<file path="src/sv/rsdi_pkg.sv">
package rsdi_pkg;

    localparam int CFG_AW = 3;
    localparam int CFG_DW = 28;

    // Register indexes on the configuration port.
    localparam logic [CFG_AW-1:0] CFG_BOOST_THRUST   = 3'd0;
    localparam logic [CFG_AW-1:0] CFG_BOOST_TIME     = 3'd1;
    localparam logic [CFG_AW-1:0] CFG_SUSTAIN_THRUST = 3'd2;
    localparam logic [CFG_AW-1:0] CFG_SUSTAIN_TIME   = 3'd3;
    localparam logic [CFG_AW-1:0] CFG_INV_MASS       = 3'd4;
    localparam logic [CFG_AW-1:0] CFG_DRAG_SCALE     = 3'd5;
    localparam logic [CFG_AW-1:0] CFG_SOUND_SPEED    = 3'd6;
    localparam logic [CFG_AW-1:0] CFG_INITIAL_SPEED  = 3'd7;

    // Register values after reset.
    localparam logic [19:0] RST_BOOST_THRUST   = 20'd17800;
    localparam logic [23:0] RST_BOOST_TIME     = 24'd183501;
    localparam logic [19:0] RST_SUSTAIN_THRUST = 20'd4500;
    localparam logic [23:0] RST_SUSTAIN_TIME   = 24'd734003;
    localparam logic [23:0] RST_INV_MASS       = 24'd72628;
    localparam logic [23:0] RST_DRAG_SCALE     = 24'd213900;
    localparam logic [25:0] RST_SOUND_SPEED    = 26'd21207450;
    localparam logic [27:0] RST_INITIAL_SPEED  = 28'd65536000;

    // Drag coefficients in Q0.16.
    localparam logic [15:0] COEF_FAST = 16'd13107;
    localparam logic [15:0] COEF_SLOW = 16'd32768;

    localparam logic [1:0] PH_BOOST   = 2'd0;
    localparam logic [1:0] PH_SUSTAIN = 2'd1;
    localparam logic [1:0] PH_GLIDE   = 2'd2;

    typedef struct packed {
        logic [19:0] boost_thrust;
        logic [23:0] boost_time;
        logic [19:0] sustain_thrust;
        logic [23:0] sustain_time;
        logic [23:0] inv_mass;
        logic [23:0] drag_scale;
        logic [25:0] sound_speed;
        logic [27:0] initial_speed;
    } t_cfg;

    typedef struct packed {
        logic signed [31:0] vel;
        logic signed [31:0] pos;
        logic [23:0]        boost_left;
        logic [23:0]        sustain_left;
    } t_state;

    typedef struct packed {
        t_state     st;
        logic [1:0] phase;
        logic       supersonic;
    } t_step_res;

endpackage

</file>
<file path="src/sv/rsdi_mul.sv">
module rsdi_mul (
    input  logic        i_clk,
    input  logic [31:0] i_a,
    input  logic [31:0] i_b,
    output logic [63:0] o_p
);

    always_ff @(posedge i_clk) begin
        o_p <= {32'd0, i_a} * {32'd0, i_b};
    end

endmodule

</file>
<file path="src/sv/rsdi_core.sv">
module rsdi_core #(
    parameter int WORLD_SPAN = 10000
) (
    input  logic               i_clk,
    input  logic               i_rst_n,
    input  logic               i_start,
    input  logic [15:0]        i_dt,
    input  rsdi_pkg::t_cfg     i_cfg,
    input  rsdi_pkg::t_state   i_st,
    input  logic               i_out_free,
    output logic               o_idle,
    output logic               o_done,
    output rsdi_pkg::t_step_res o_res
);

    localparam logic signed [33:0] SPAN_Q = 34'(WORLD_SPAN * 65536);
    localparam logic signed [49:0] V_MAX  = 50'sd2147483647;
    localparam logic signed [49:0] V_MIN  = -50'sd2147483648;
    localparam logic signed [33:0] P_MAX  = 34'sd2147483647;
    localparam logic signed [33:0] P_MIN  = -34'sd2147483648;

    typedef enum logic [4:0] {
        S_IDLE, S_SQ, S_D1, S_D2, S_D3, S_C1, S_C2, S_C3, S_F,
        S_A1, S_A2, S_A3, S_V1, S_V2, S_V3, S_N, S_P1, S_P2, S_FIN
    } t_seq;

    t_seq               r_state;
    logic [15:0]        r_dt;
    logic [31:0]        r_vm;
    logic               r_fast;
    logic [47:0]        r_w;
    logic [23:0]        r_t;
    logic               r_neg;
    logic signed [31:0] r_nv;
    logic signed [33:0] r_np;

    logic [31:0]        mul_a;
    logic [31:0]        mul_b;
    logic [63:0]        mul_p;
    logic [15:0]        coef;
    logic [47:0]        thrust_q;
    logic               n_neg;
    logic signed [49:0] n_vsum;
    logic signed [33:0] n_psum;
    logic signed [33:0] wrap_p;
    logic signed [31:0] fin_pos;
    logic [23:0]        fin_bl;
    logic [23:0]        fin_sl;

    rsdi_mul u_mul (
        .i_clk (i_clk),
        .i_a   (mul_a),
        .i_b   (mul_b),
        .o_p   (mul_p)
    );

    assign coef = r_fast ? rsdi_pkg::COEF_FAST : rsdi_pkg::COEF_SLOW;

    // Operand selection for the shared multiplier; wide values go in as 24-bit halves.
    always_comb begin
        mul_a = '0;
        mul_b = '0;
        unique case (r_state)
            S_SQ: begin
                mul_a = r_vm;
                mul_b = r_vm;
            end
            S_D1: begin
                mul_a = {8'd0, mul_p[39:16]};
                mul_b = {8'd0, i_cfg.drag_scale};
            end
            S_D2: begin
                mul_a = {8'd0, r_w[47:24]};
                mul_b = {8'd0, i_cfg.drag_scale};
            end
            S_C1: begin
                mul_a = {8'd0, r_w[23:0]};
                mul_b = {16'd0, coef};
            end
            S_C2: begin
                mul_a = {8'd0, r_w[47:24]};
                mul_b = {16'd0, coef};
            end
            S_A1: begin
                mul_a = {8'd0, r_w[23:0]};
                mul_b = {8'd0, i_cfg.inv_mass};
            end
            S_A2: begin
                mul_a = {8'd0, r_w[47:24]};
                mul_b = {8'd0, i_cfg.inv_mass};
            end
            S_V1: begin
                mul_a = {8'd0, r_w[23:0]};
                mul_b = {16'd0, r_dt};
            end
            S_V2: begin
                mul_a = {8'd0, r_w[47:24]};
                mul_b = {16'd0, r_dt};
            end
            S_P1: begin
                mul_a = r_nv[31] ? 32'(-r_nv) : 32'(r_nv);
                mul_b = {16'd0, r_dt};
            end
            default: begin
                mul_a = '0;
                mul_b = '0;
            end
        endcase
    end

    always_comb begin
        if (i_st.boost_left != '0) begin
            thrust_q = {12'd0, i_cfg.boost_thrust, 16'd0};
        end else if (i_st.sustain_left != '0) begin
            thrust_q = {12'd0, i_cfg.sustain_thrust, 16'd0};
        end else begin
            thrust_q = '0;
        end
    end

    assign n_neg  = r_w > thrust_q;
    assign n_vsum = r_neg ? ({{18{i_st.vel[31]}}, i_st.vel} - {2'b00, r_w})
                          : ({{18{i_st.vel[31]}}, i_st.vel} + {2'b00, r_w});
    assign n_psum = r_nv[31] ? ({{2{i_st.pos[31]}}, i_st.pos} - {2'b00, mul_p[47:16]})
                             : ({{2{i_st.pos[31]}}, i_st.pos} + {2'b00, mul_p[47:16]});

    // Final step: single wrap past the world edge, saturate, count down the active timer.
    always_comb begin
        wrap_p = (r_np > SPAN_Q) ? (r_np - SPAN_Q) : r_np;
        if (wrap_p > P_MAX) begin
            fin_pos = 32'sh7FFFFFFF;
        end else if (wrap_p < P_MIN) begin
            fin_pos = 32'sh80000000;
        end else begin
            fin_pos = wrap_p[31:0];
        end
        fin_bl = i_st.boost_left;
        fin_sl = i_st.sustain_left;
        if (i_st.boost_left != '0) begin
            fin_bl = (i_st.boost_left > {8'd0, r_dt}) ? (i_st.boost_left - {8'd0, r_dt}) : '0;
        end else if (i_st.sustain_left != '0) begin
            fin_sl = (i_st.sustain_left > {8'd0, r_dt}) ?
                     (i_st.sustain_left - {8'd0, r_dt}) : '0;
        end
    end

    always_comb begin
        o_res.st.vel          = r_nv;
        o_res.st.pos          = fin_pos;
        o_res.st.boost_left   = fin_bl;
        o_res.st.sustain_left = fin_sl;
        if (fin_bl != '0) begin
            o_res.phase = rsdi_pkg::PH_BOOST;
        end else if (fin_sl != '0) begin
            o_res.phase = rsdi_pkg::PH_SUSTAIN;
        end else begin
            o_res.phase = rsdi_pkg::PH_GLIDE;
        end
        o_res.supersonic = $signed({r_nv[31], r_nv}) >= $signed({7'd0, i_cfg.sound_speed});
    end

    assign o_idle = r_state == S_IDLE;
    assign o_done = (r_state == S_FIN) && i_out_free;

    always_ff @(posedge i_clk) begin
        if (!i_rst_n) begin
            r_state <= S_IDLE;
        end else begin
            unique case (r_state)
                S_IDLE: begin
                    if (i_start) begin
                        r_dt    <= i_dt;
                        r_vm    <= i_st.vel[31] ? 32'(-i_st.vel) : 32'(i_st.vel);
                        r_fast  <= $signed({i_st.vel[31], i_st.vel}) >=
                                   $signed({7'd0, i_cfg.sound_speed});
                        r_state <= S_SQ;
                    end
                end
                S_SQ: r_state <= S_D1;
                S_D1: begin
                    r_w     <= {1'b0, mul_p[62:16]};
                    r_state <= S_D2;
                end
                S_D2: begin
                    r_t     <= mul_p[47:24];
                    r_state <= S_D3;
                end
                S_D3: begin
                    r_w     <= mul_p[47:0] + {24'd0, r_t};
                    r_state <= S_C1;
                end
                S_C1: r_state <= S_C2;
                S_C2: begin
                    r_t     <= mul_p[39:16];
                    r_state <= S_C3;
                end
                S_C3: begin
                    r_w     <= {mul_p[39:0], 8'd0} + {24'd0, r_t};
                    r_state <= S_F;
                end
                S_F: begin
                    r_neg   <= n_neg;
                    r_w     <= n_neg ? (r_w - thrust_q) : (thrust_q - r_w);
                    r_state <= S_A1;
                end
                S_A1: r_state <= S_A2;
                S_A2: begin
                    r_t     <= mul_p[47:24];
                    r_state <= S_A3;
                end
                S_A3: begin
                    r_w     <= mul_p[47:0] + {24'd0, r_t};
                    r_state <= S_V1;
                end
                S_V1: r_state <= S_V2;
                S_V2: begin
                    r_t     <= mul_p[39:16];
                    r_state <= S_V3;
                end
                S_V3: begin
                    r_w     <= {mul_p[39:0], 8'd0} + {24'd0, r_t};
                    r_state <= S_N;
                end
                S_N: begin
                    if (n_vsum > V_MAX) begin
                        r_nv <= 32'sh7FFFFFFF;
                    end else if (n_vsum < V_MIN) begin
                        r_nv <= 32'sh80000000;
                    end else begin
                        r_nv <= n_vsum[31:0];
                    end
                    r_state <= S_P1;
                end
                S_P1: r_state <= S_P2;
                S_P2: begin
                    r_np    <= n_psum;
                    r_state <= S_FIN;
                end
                S_FIN: begin
                    if (i_out_free) begin
                        r_state <= S_IDLE;
                    end
                end
                default: r_state <= S_IDLE;
            endcase
        end
    end

endmodule

</file>
<file path="src/sv/rocket_stage_drag_integrator_top.sv">
// Horizontal rocket integrator: one input transaction on s_axis carries a time
// step dt (tick_time, Q0.16). For each one the block updates speed and position
// from the active stage's thrust and quadratic drag and sends one result
// transaction on m_axis with the new speed, wrapped position, stage and a
// supersonic flag.
// Registers are written through i_cfg_we / i_cfg_addr / i_cfg_wdata; the user
// must write them only while the block is idle, which the block does not enforce;
// writing boost_time, sustain_time or initial_speed also reloads the matching
// timer or the speed.
// The block takes no new item before it is through with the last one, since its
// work is ten dependent products that go one after another through the single
// 32x32 multiplier, with the adds between them.
// s_axis_tready is high only while the sequencer is idle. A finished result sits
// in the output register, so the next item can be accepted while it waits; if
// the receiver still stalls when the following result is done, the sequencer
// holds in its last step until the register frees.
// Reset (synchronous, active low) restores all registers to their defaults,
// loads speed and both timers from them, zeroes the position and empties the
// output register.
module rocket_stage_drag_integrator_top #(
    parameter int WORLD_SPAN = 10000
) (
    input  logic                        i_clk,
    input  logic                        i_rst_n,
    input  logic                        s_axis_tvalid,
    output logic                        s_axis_tready,
    input  logic [15:0]                 s_axis_tdata,  // [15:0] tick_time
    output logic                        m_axis_tvalid,
    input  logic                        m_axis_tready,
    // [31:0] speed_out, [63:32] position_out, [65:64] phase, [66] supersonic
    output logic [71:0]                 m_axis_tdata,
    input  logic                        i_cfg_we,
    input  logic [rsdi_pkg::CFG_AW-1:0] i_cfg_addr,
    input  logic [rsdi_pkg::CFG_DW-1:0] i_cfg_wdata
);

    rsdi_pkg::t_cfg      r_cfg;
    rsdi_pkg::t_state    r_st;
    rsdi_pkg::t_step_res r_out;
    logic                r_out_valid;

    rsdi_pkg::t_step_res core_res;
    logic                core_idle;
    logic                core_done;
    logic                out_free;
    logic                start;

    assign out_free = !r_out_valid || m_axis_tready;
    assign start    = s_axis_tvalid && core_idle;

    rsdi_core #(
        .WORLD_SPAN (WORLD_SPAN)
    ) u_core (
        .i_clk      (i_clk),
        .i_rst_n    (i_rst_n),
        .i_start    (start),
        .i_dt       (s_axis_tdata),
        .i_cfg      (r_cfg),
        .i_st       (r_st),
        .i_out_free (out_free),
        .o_idle     (core_idle),
        .o_done     (core_done),
        .o_res      (core_res)
    );

    always_ff @(posedge i_clk) begin
        if (!i_rst_n) begin
            r_cfg.boost_thrust   <= rsdi_pkg::RST_BOOST_THRUST;
            r_cfg.boost_time     <= rsdi_pkg::RST_BOOST_TIME;
            r_cfg.sustain_thrust <= rsdi_pkg::RST_SUSTAIN_THRUST;
            r_cfg.sustain_time   <= rsdi_pkg::RST_SUSTAIN_TIME;
            r_cfg.inv_mass       <= rsdi_pkg::RST_INV_MASS;
            r_cfg.drag_scale     <= rsdi_pkg::RST_DRAG_SCALE;
            r_cfg.sound_speed    <= rsdi_pkg::RST_SOUND_SPEED;
            r_cfg.initial_speed  <= rsdi_pkg::RST_INITIAL_SPEED;
            r_st.vel             <= $signed({4'd0, rsdi_pkg::RST_INITIAL_SPEED});
            r_st.pos             <= '0;
            r_st.boost_left      <= rsdi_pkg::RST_BOOST_TIME;
            r_st.sustain_left    <= rsdi_pkg::RST_SUSTAIN_TIME;
        end else if (core_done) begin
            r_st <= core_res.st;
        end else if (i_cfg_we) begin
            unique case (i_cfg_addr)
                rsdi_pkg::CFG_BOOST_THRUST:   r_cfg.boost_thrust <= i_cfg_wdata[19:0];
                rsdi_pkg::CFG_BOOST_TIME: begin
                    r_cfg.boost_time <= i_cfg_wdata[23:0];
                    r_st.boost_left  <= i_cfg_wdata[23:0];
                end
                rsdi_pkg::CFG_SUSTAIN_THRUST: r_cfg.sustain_thrust <= i_cfg_wdata[19:0];
                rsdi_pkg::CFG_SUSTAIN_TIME: begin
                    r_cfg.sustain_time <= i_cfg_wdata[23:0];
                    r_st.sustain_left  <= i_cfg_wdata[23:0];
                end
                rsdi_pkg::CFG_INV_MASS:       r_cfg.inv_mass <= i_cfg_wdata[23:0];
                rsdi_pkg::CFG_DRAG_SCALE:     r_cfg.drag_scale <= i_cfg_wdata[23:0];
                rsdi_pkg::CFG_SOUND_SPEED:    r_cfg.sound_speed <= i_cfg_wdata[25:0];
                rsdi_pkg::CFG_INITIAL_SPEED: begin
                    r_cfg.initial_speed <= i_cfg_wdata[27:0];
                    r_st.vel            <= $signed({4'd0, i_cfg_wdata[27:0]});
                end
                default: ;
            endcase
        end
    end

    // Output register: loaded when the sequencer finishes, emptied by the receiver.
    always_ff @(posedge i_clk) begin
        if (!i_rst_n) begin
            r_out_valid <= 1'b0;
        end else if (core_done) begin
            r_out_valid <= 1'b1;
            r_out       <= core_res;
        end else if (m_axis_tready) begin
            r_out_valid <= 1'b0;
        end
    end

    assign s_axis_tready = core_idle;
    assign m_axis_tvalid = r_out_valid;
    assign m_axis_tdata  = {5'd0, r_out.supersonic, r_out.phase,
                            r_out.st.pos, r_out.st.vel};

    // Only one item is in work at a time.
    a_one_in_flight: assert property (@(posedge i_clk) disable iff (!i_rst_n)
        (s_axis_tvalid && s_axis_tready) |=> !s_axis_tready)
        else $error("input accepted while an item is in work");

    // The boost timer only counts down unless it is reloaded.
    a_boost_down: assert property (@(posedge i_clk) disable iff (!i_rst_n)
        !(i_cfg_we && i_cfg_addr == rsdi_pkg::CFG_BOOST_TIME)
        |=> r_st.boost_left <= $past(r_st.boost_left))
        else $error("boost timer increased without a reload");

    // The sustainer timer does not move while the boost stage is still burning.
    a_sustain_hold: assert property (@(posedge i_clk) disable iff (!i_rst_n)
        (r_st.boost_left != '0 && !(i_cfg_we && i_cfg_addr == rsdi_pkg::CFG_SUSTAIN_TIME))
        |=> $stable(r_st.sustain_left))
        else $error("sustainer timer changed during boost");

    // A result is never written over one that has not been taken.
    a_no_overwrite: assert property (@(posedge i_clk) disable iff (!i_rst_n)
        core_done |-> (!r_out_valid || m_axis_tready))
        else $error("result register overwritten");

endmodule
</file>
<file path="config.mk">
export PLATFORM = sky130hd
export DESIGN_NAME = rocket_stage_drag_integrator_top
export DESIGN_NICKNAME = d
export VERILOG_FILES = /design/src/sv/rsdi_pkg.sv /design/src/sv/rsdi_mul.sv /design/src/sv/rsdi_core.sv /design/src/sv/rocket_stage_drag_integrator_top.sv
export SDC_FILE = /design/constraint.sdc
export NUM_CORES = 2
export LEC_CHECK = 0
export BUFFER_PORTS_ARGS = -buffer_cell sky130_fd_sc_hd__buf_4
export CORE_MARGIN = 5
export CORE_UTILIZATION = 57
export CTS_CLUSTER_DIAMETER = 150
export DETAILED_ROUTE_END_ITERATION = 8
export PLACE_DENSITY = 0.88
export SLEW_MARGIN = 20
export SYNTH_ARGS = -nofsm -noshare
export SYNTH_HDL_FRONTEND = slang
export SYNTH_SLANG_ARGS = --single-unit
</file>
<file path="constraint.sdc">
create_clock -name i_clk -period 9.3 [get_ports i_clk]
set_input_delay 0 -clock i_clk [delete_from_list [all_inputs] [get_ports i_clk]]
set_output_delay 0 -clock i_clk [all_outputs]
set_load 0.01 [all_outputs]
</file>
==> results.toml <==
[outcome]
outcome = "complete, but fails checks"
violations = "DRC, setup timing"

[placed_design]
portBuffers = 120
hpwl_um = 209000
postPlaceCellArea_um2 = 76900
gp_congestion = 1.08

[setup_path]
cp_num_buf_inv = 8
crit_family = "adder cells"
cp-end-kind = "flip-flop"
slowest_delay_ns = 0.55
cp_max_fo = 7
start_kind = "flip-flop"
worst-setup-path-type = "reg -> reg"
crit_arrival_ns = 10.51
crit_required_ns = 9.86
cp_slowest_cell = "fa_1"
crit_top_cell = "fa_1"

[cts]
clk_pin_slew_ns = 0.07
clock_sinks = 550
cts_root_buffer = "clkbuf_16"
cts_tree = "yes"
clk_latency_ns = 0.69
cts_max_level = 2
clockBufferDepth = 3
cts_inserted_buffers = 58

[yosys]
ys_seq_area_frac = 0.194
synth_top_area_cell = "fa_1"
synth_edf_count = 255
synthArstFlopShare = 0
synth_ff_type = "dfxtp_1"
synth_seq_cells = 550
synth_area_um2 = 70100
synth_cell_types = 94
avgSynthCellArea_um2 = 8.46
synthTopCellsByArea = "fa_1, edfxtp_1, ha_1, dfxtp_1, nand2_1"
synth_top_area_share = 0.258
netlist_instances = 8278
ys_warn_count = 0

[floorplanning]
dieArea_um2 = 130000
core_um2 = 122000
num_io_pins = 126
die_h_um = 361
rows = 128
initial_utilization = 0.574
die_w_um = 361

[cells_and_area]
finalNetCount = 10200
areaGrowthSynthToFinish_pct = 15.9
final_cell_mix = "nand2_1, inv_1, fa_1"
fillers = 9506
final_common_cell = "nand2_1"
final_area_um2 = 81200
regArea_um2 = 13600
multi_input_area_um2 = 51700
drive_above_1_share = 0.141

[route]
vias_per_cell = 6.30
drc = 22
ant_nets = 0
wire_per_inst_um = 25.5
finalWirelength_um = 265000
vias = 65500
dr.pass1.iters = 9
drtIter0Drc = 8917

[sta]
drv_slew = 0
finClkSkew_ns = 0.0516
hold_viol_final = 0
worst_pin_slew_ns = 1.14
setup_viol = 22
tns_ns = -6.52
fin_crit_sh = 1.07
rsz0062_at_grt = "yes"
min_period_ns = 9.95
maxSlewHeadroom = 0.242
fmax_mhz = 101
worst_slack_ns = -0.649

[grt]
grt_usage = 0.397
antenna_found_initial = 10
grt_max_degree = 85
gr-total-overflow = 0
grt_first_pass_wirelength_um = 396000
grt_pass1_vias = 65600

[worst_hold_path]
hold_path.class = "in -> reg"

[power]
power_leakage_nw = 38.3
max-vdd-ir-drop_uv = 1560
powerDensity_nw_per_um2 = 448

[flow_run]
drv_cap = 0
final timing paths:
kind                                      from                           end  slack, ns  cells after the start
setup / recovery  u_core.r_nv[5]$_SDFFCE_PN1P_  u_core.u_mul.o_p[61]$_DFF_P_      -0.65                     37
hold / removal                s_axis_tdata[10]     u_core.r_dt[10]$_DFFE_PP_       0.05                      2
setup reg to reg  u_core.r_nv[5]$_SDFFCE_PN1P_  u_core.u_mul.o_p[61]$_DFF_P_      -0.65                     37
hold reg to reg        r_cfg[170]$_SDFFE_PN0P_       r_cfg[170]$_SDFFE_PN0P_       0.46                      2
sequential cells by signal (all words and copies together) (netlist names):
name              flops
u_core.r_nv          32
u_core.u_mul.o_p     63
u_core.r_neg          1
u_core.r_state        5
u_core.r_np          34
r_st                112
u_core.r_dt          16
r_cfg               114
u_core.r_t           24
u_core.r_w           48
u_core.r_fast         1
m_axis_tdata         67
u_core.r_vm          32
m_axis_tvalid         1
worst register-to-register path: cells and delay by family, from the launching register on:
family,cells,cell delay [ns]
and+or+nand+nor,8,1.74
adders and majority gates,9,4.20
AOI/OAI and AO/OA,10,2.03
DFF,1,0.41
xor gates and xnor gates,2,0.46
buffers and inverters,8,0.95
where the power goes:
group	total (W)	leakage, nW	internal [W]	switching [W]
clock	0.00252	0.964	0.00139	0.00113
combinational	0.0303	32.6	0.0131	0.0172
sequential	0.00357	4.72	0.00307	0.000500
cell families after synthesis:
group,after synthesis,share of synthesized area
AO/OA/AOI/OAI,1452,0.139
other,1,0.0000535
AND/OR/NAND/NOR,2705,0.166
XOR/XNOR,449,0.0561
adder cells (fa/ha/maj),1411,0.349
buffers and inverters,1671,0.0908
flip-flops,550,0.194
multiplexers,39,0.00604
routing by layer:
| layer | GRT usage | part of all wire |
|---|---|---|
| met5 | 0 | 0.00037 |
| met4 | 0.221 | 0.073 |
| met3 | 0.148 | 0.15 |
| met2 | 0.589 | 0.42 |
| met1 | 0.504 | 0.36 |
cells in the mapped netlist, types with 48 or more instances:
cell,n
fa_1,902
xnor2_1,292
edfxtp_1,255
nor3_1,98
and3_1,48
inv_1,1201
nand2_1,1235
a311oi_1,57
a22oi_1,58
ha_1,509
a21o_1,172
nand4_1,59
nor4_1,49
clkbuf_1,409
o21ai_0,199
nand2b_1,60
dfxtp_1,295
nand3_1,122
xor2_1,157
a21oi_1,429
nor2_1,830
stage by stage:
stage | setup slack (ns) | power (W) | utilization | std cells | hold slack [ns]
final | -0.649 | 0.0364 | 0.665 | 10400 | 0.0539
after global routing | -0.963 | 0.0388 | 0.665 | 10400 | 0.0500
after CTS | -0.459 | 0.0340 | 0.659 | 10400 | 0.0323
after detailed placement | -0.885 | 0.0295 | 0.630 | 10200 | 0.180
after global placement | -0.805 | 0.0289 | 0.630 | 10200 | 0.180
after floorplan | -0.0780 | 0.0192 | - | 8282 | 0.0989
cell type report:
| class | instances | area share |
|---|---|---|
| Multi-Input combinational cell | 6061 | 0.637 |
| Sequential cell | 550 | 0.167 |
| Timing Repair Buffer | 841 | 0.0902 |
| Inverter | 1205 | 0.0557 |
| Tap cell | 1625 | 0.0250 |
| Clock buffer | 82 | 0.0209 |
| Clock inverter | 27 | 0.00359 |
| Antenna cell | 10 | 0.000308 |
timing repair:
action | in CTS | in global routing
hold buffers | 53 | 0
gates resized for setup | 149 | 135
endpoints found under the setup margin | 34 | 36
pin swaps | 121 | 101
endpoints found under the hold margin | 231 | 0
cloned | 1 | 0
buffers inserted | 37 | 27
Note: power is estimated with default switching activity, not from simulation.
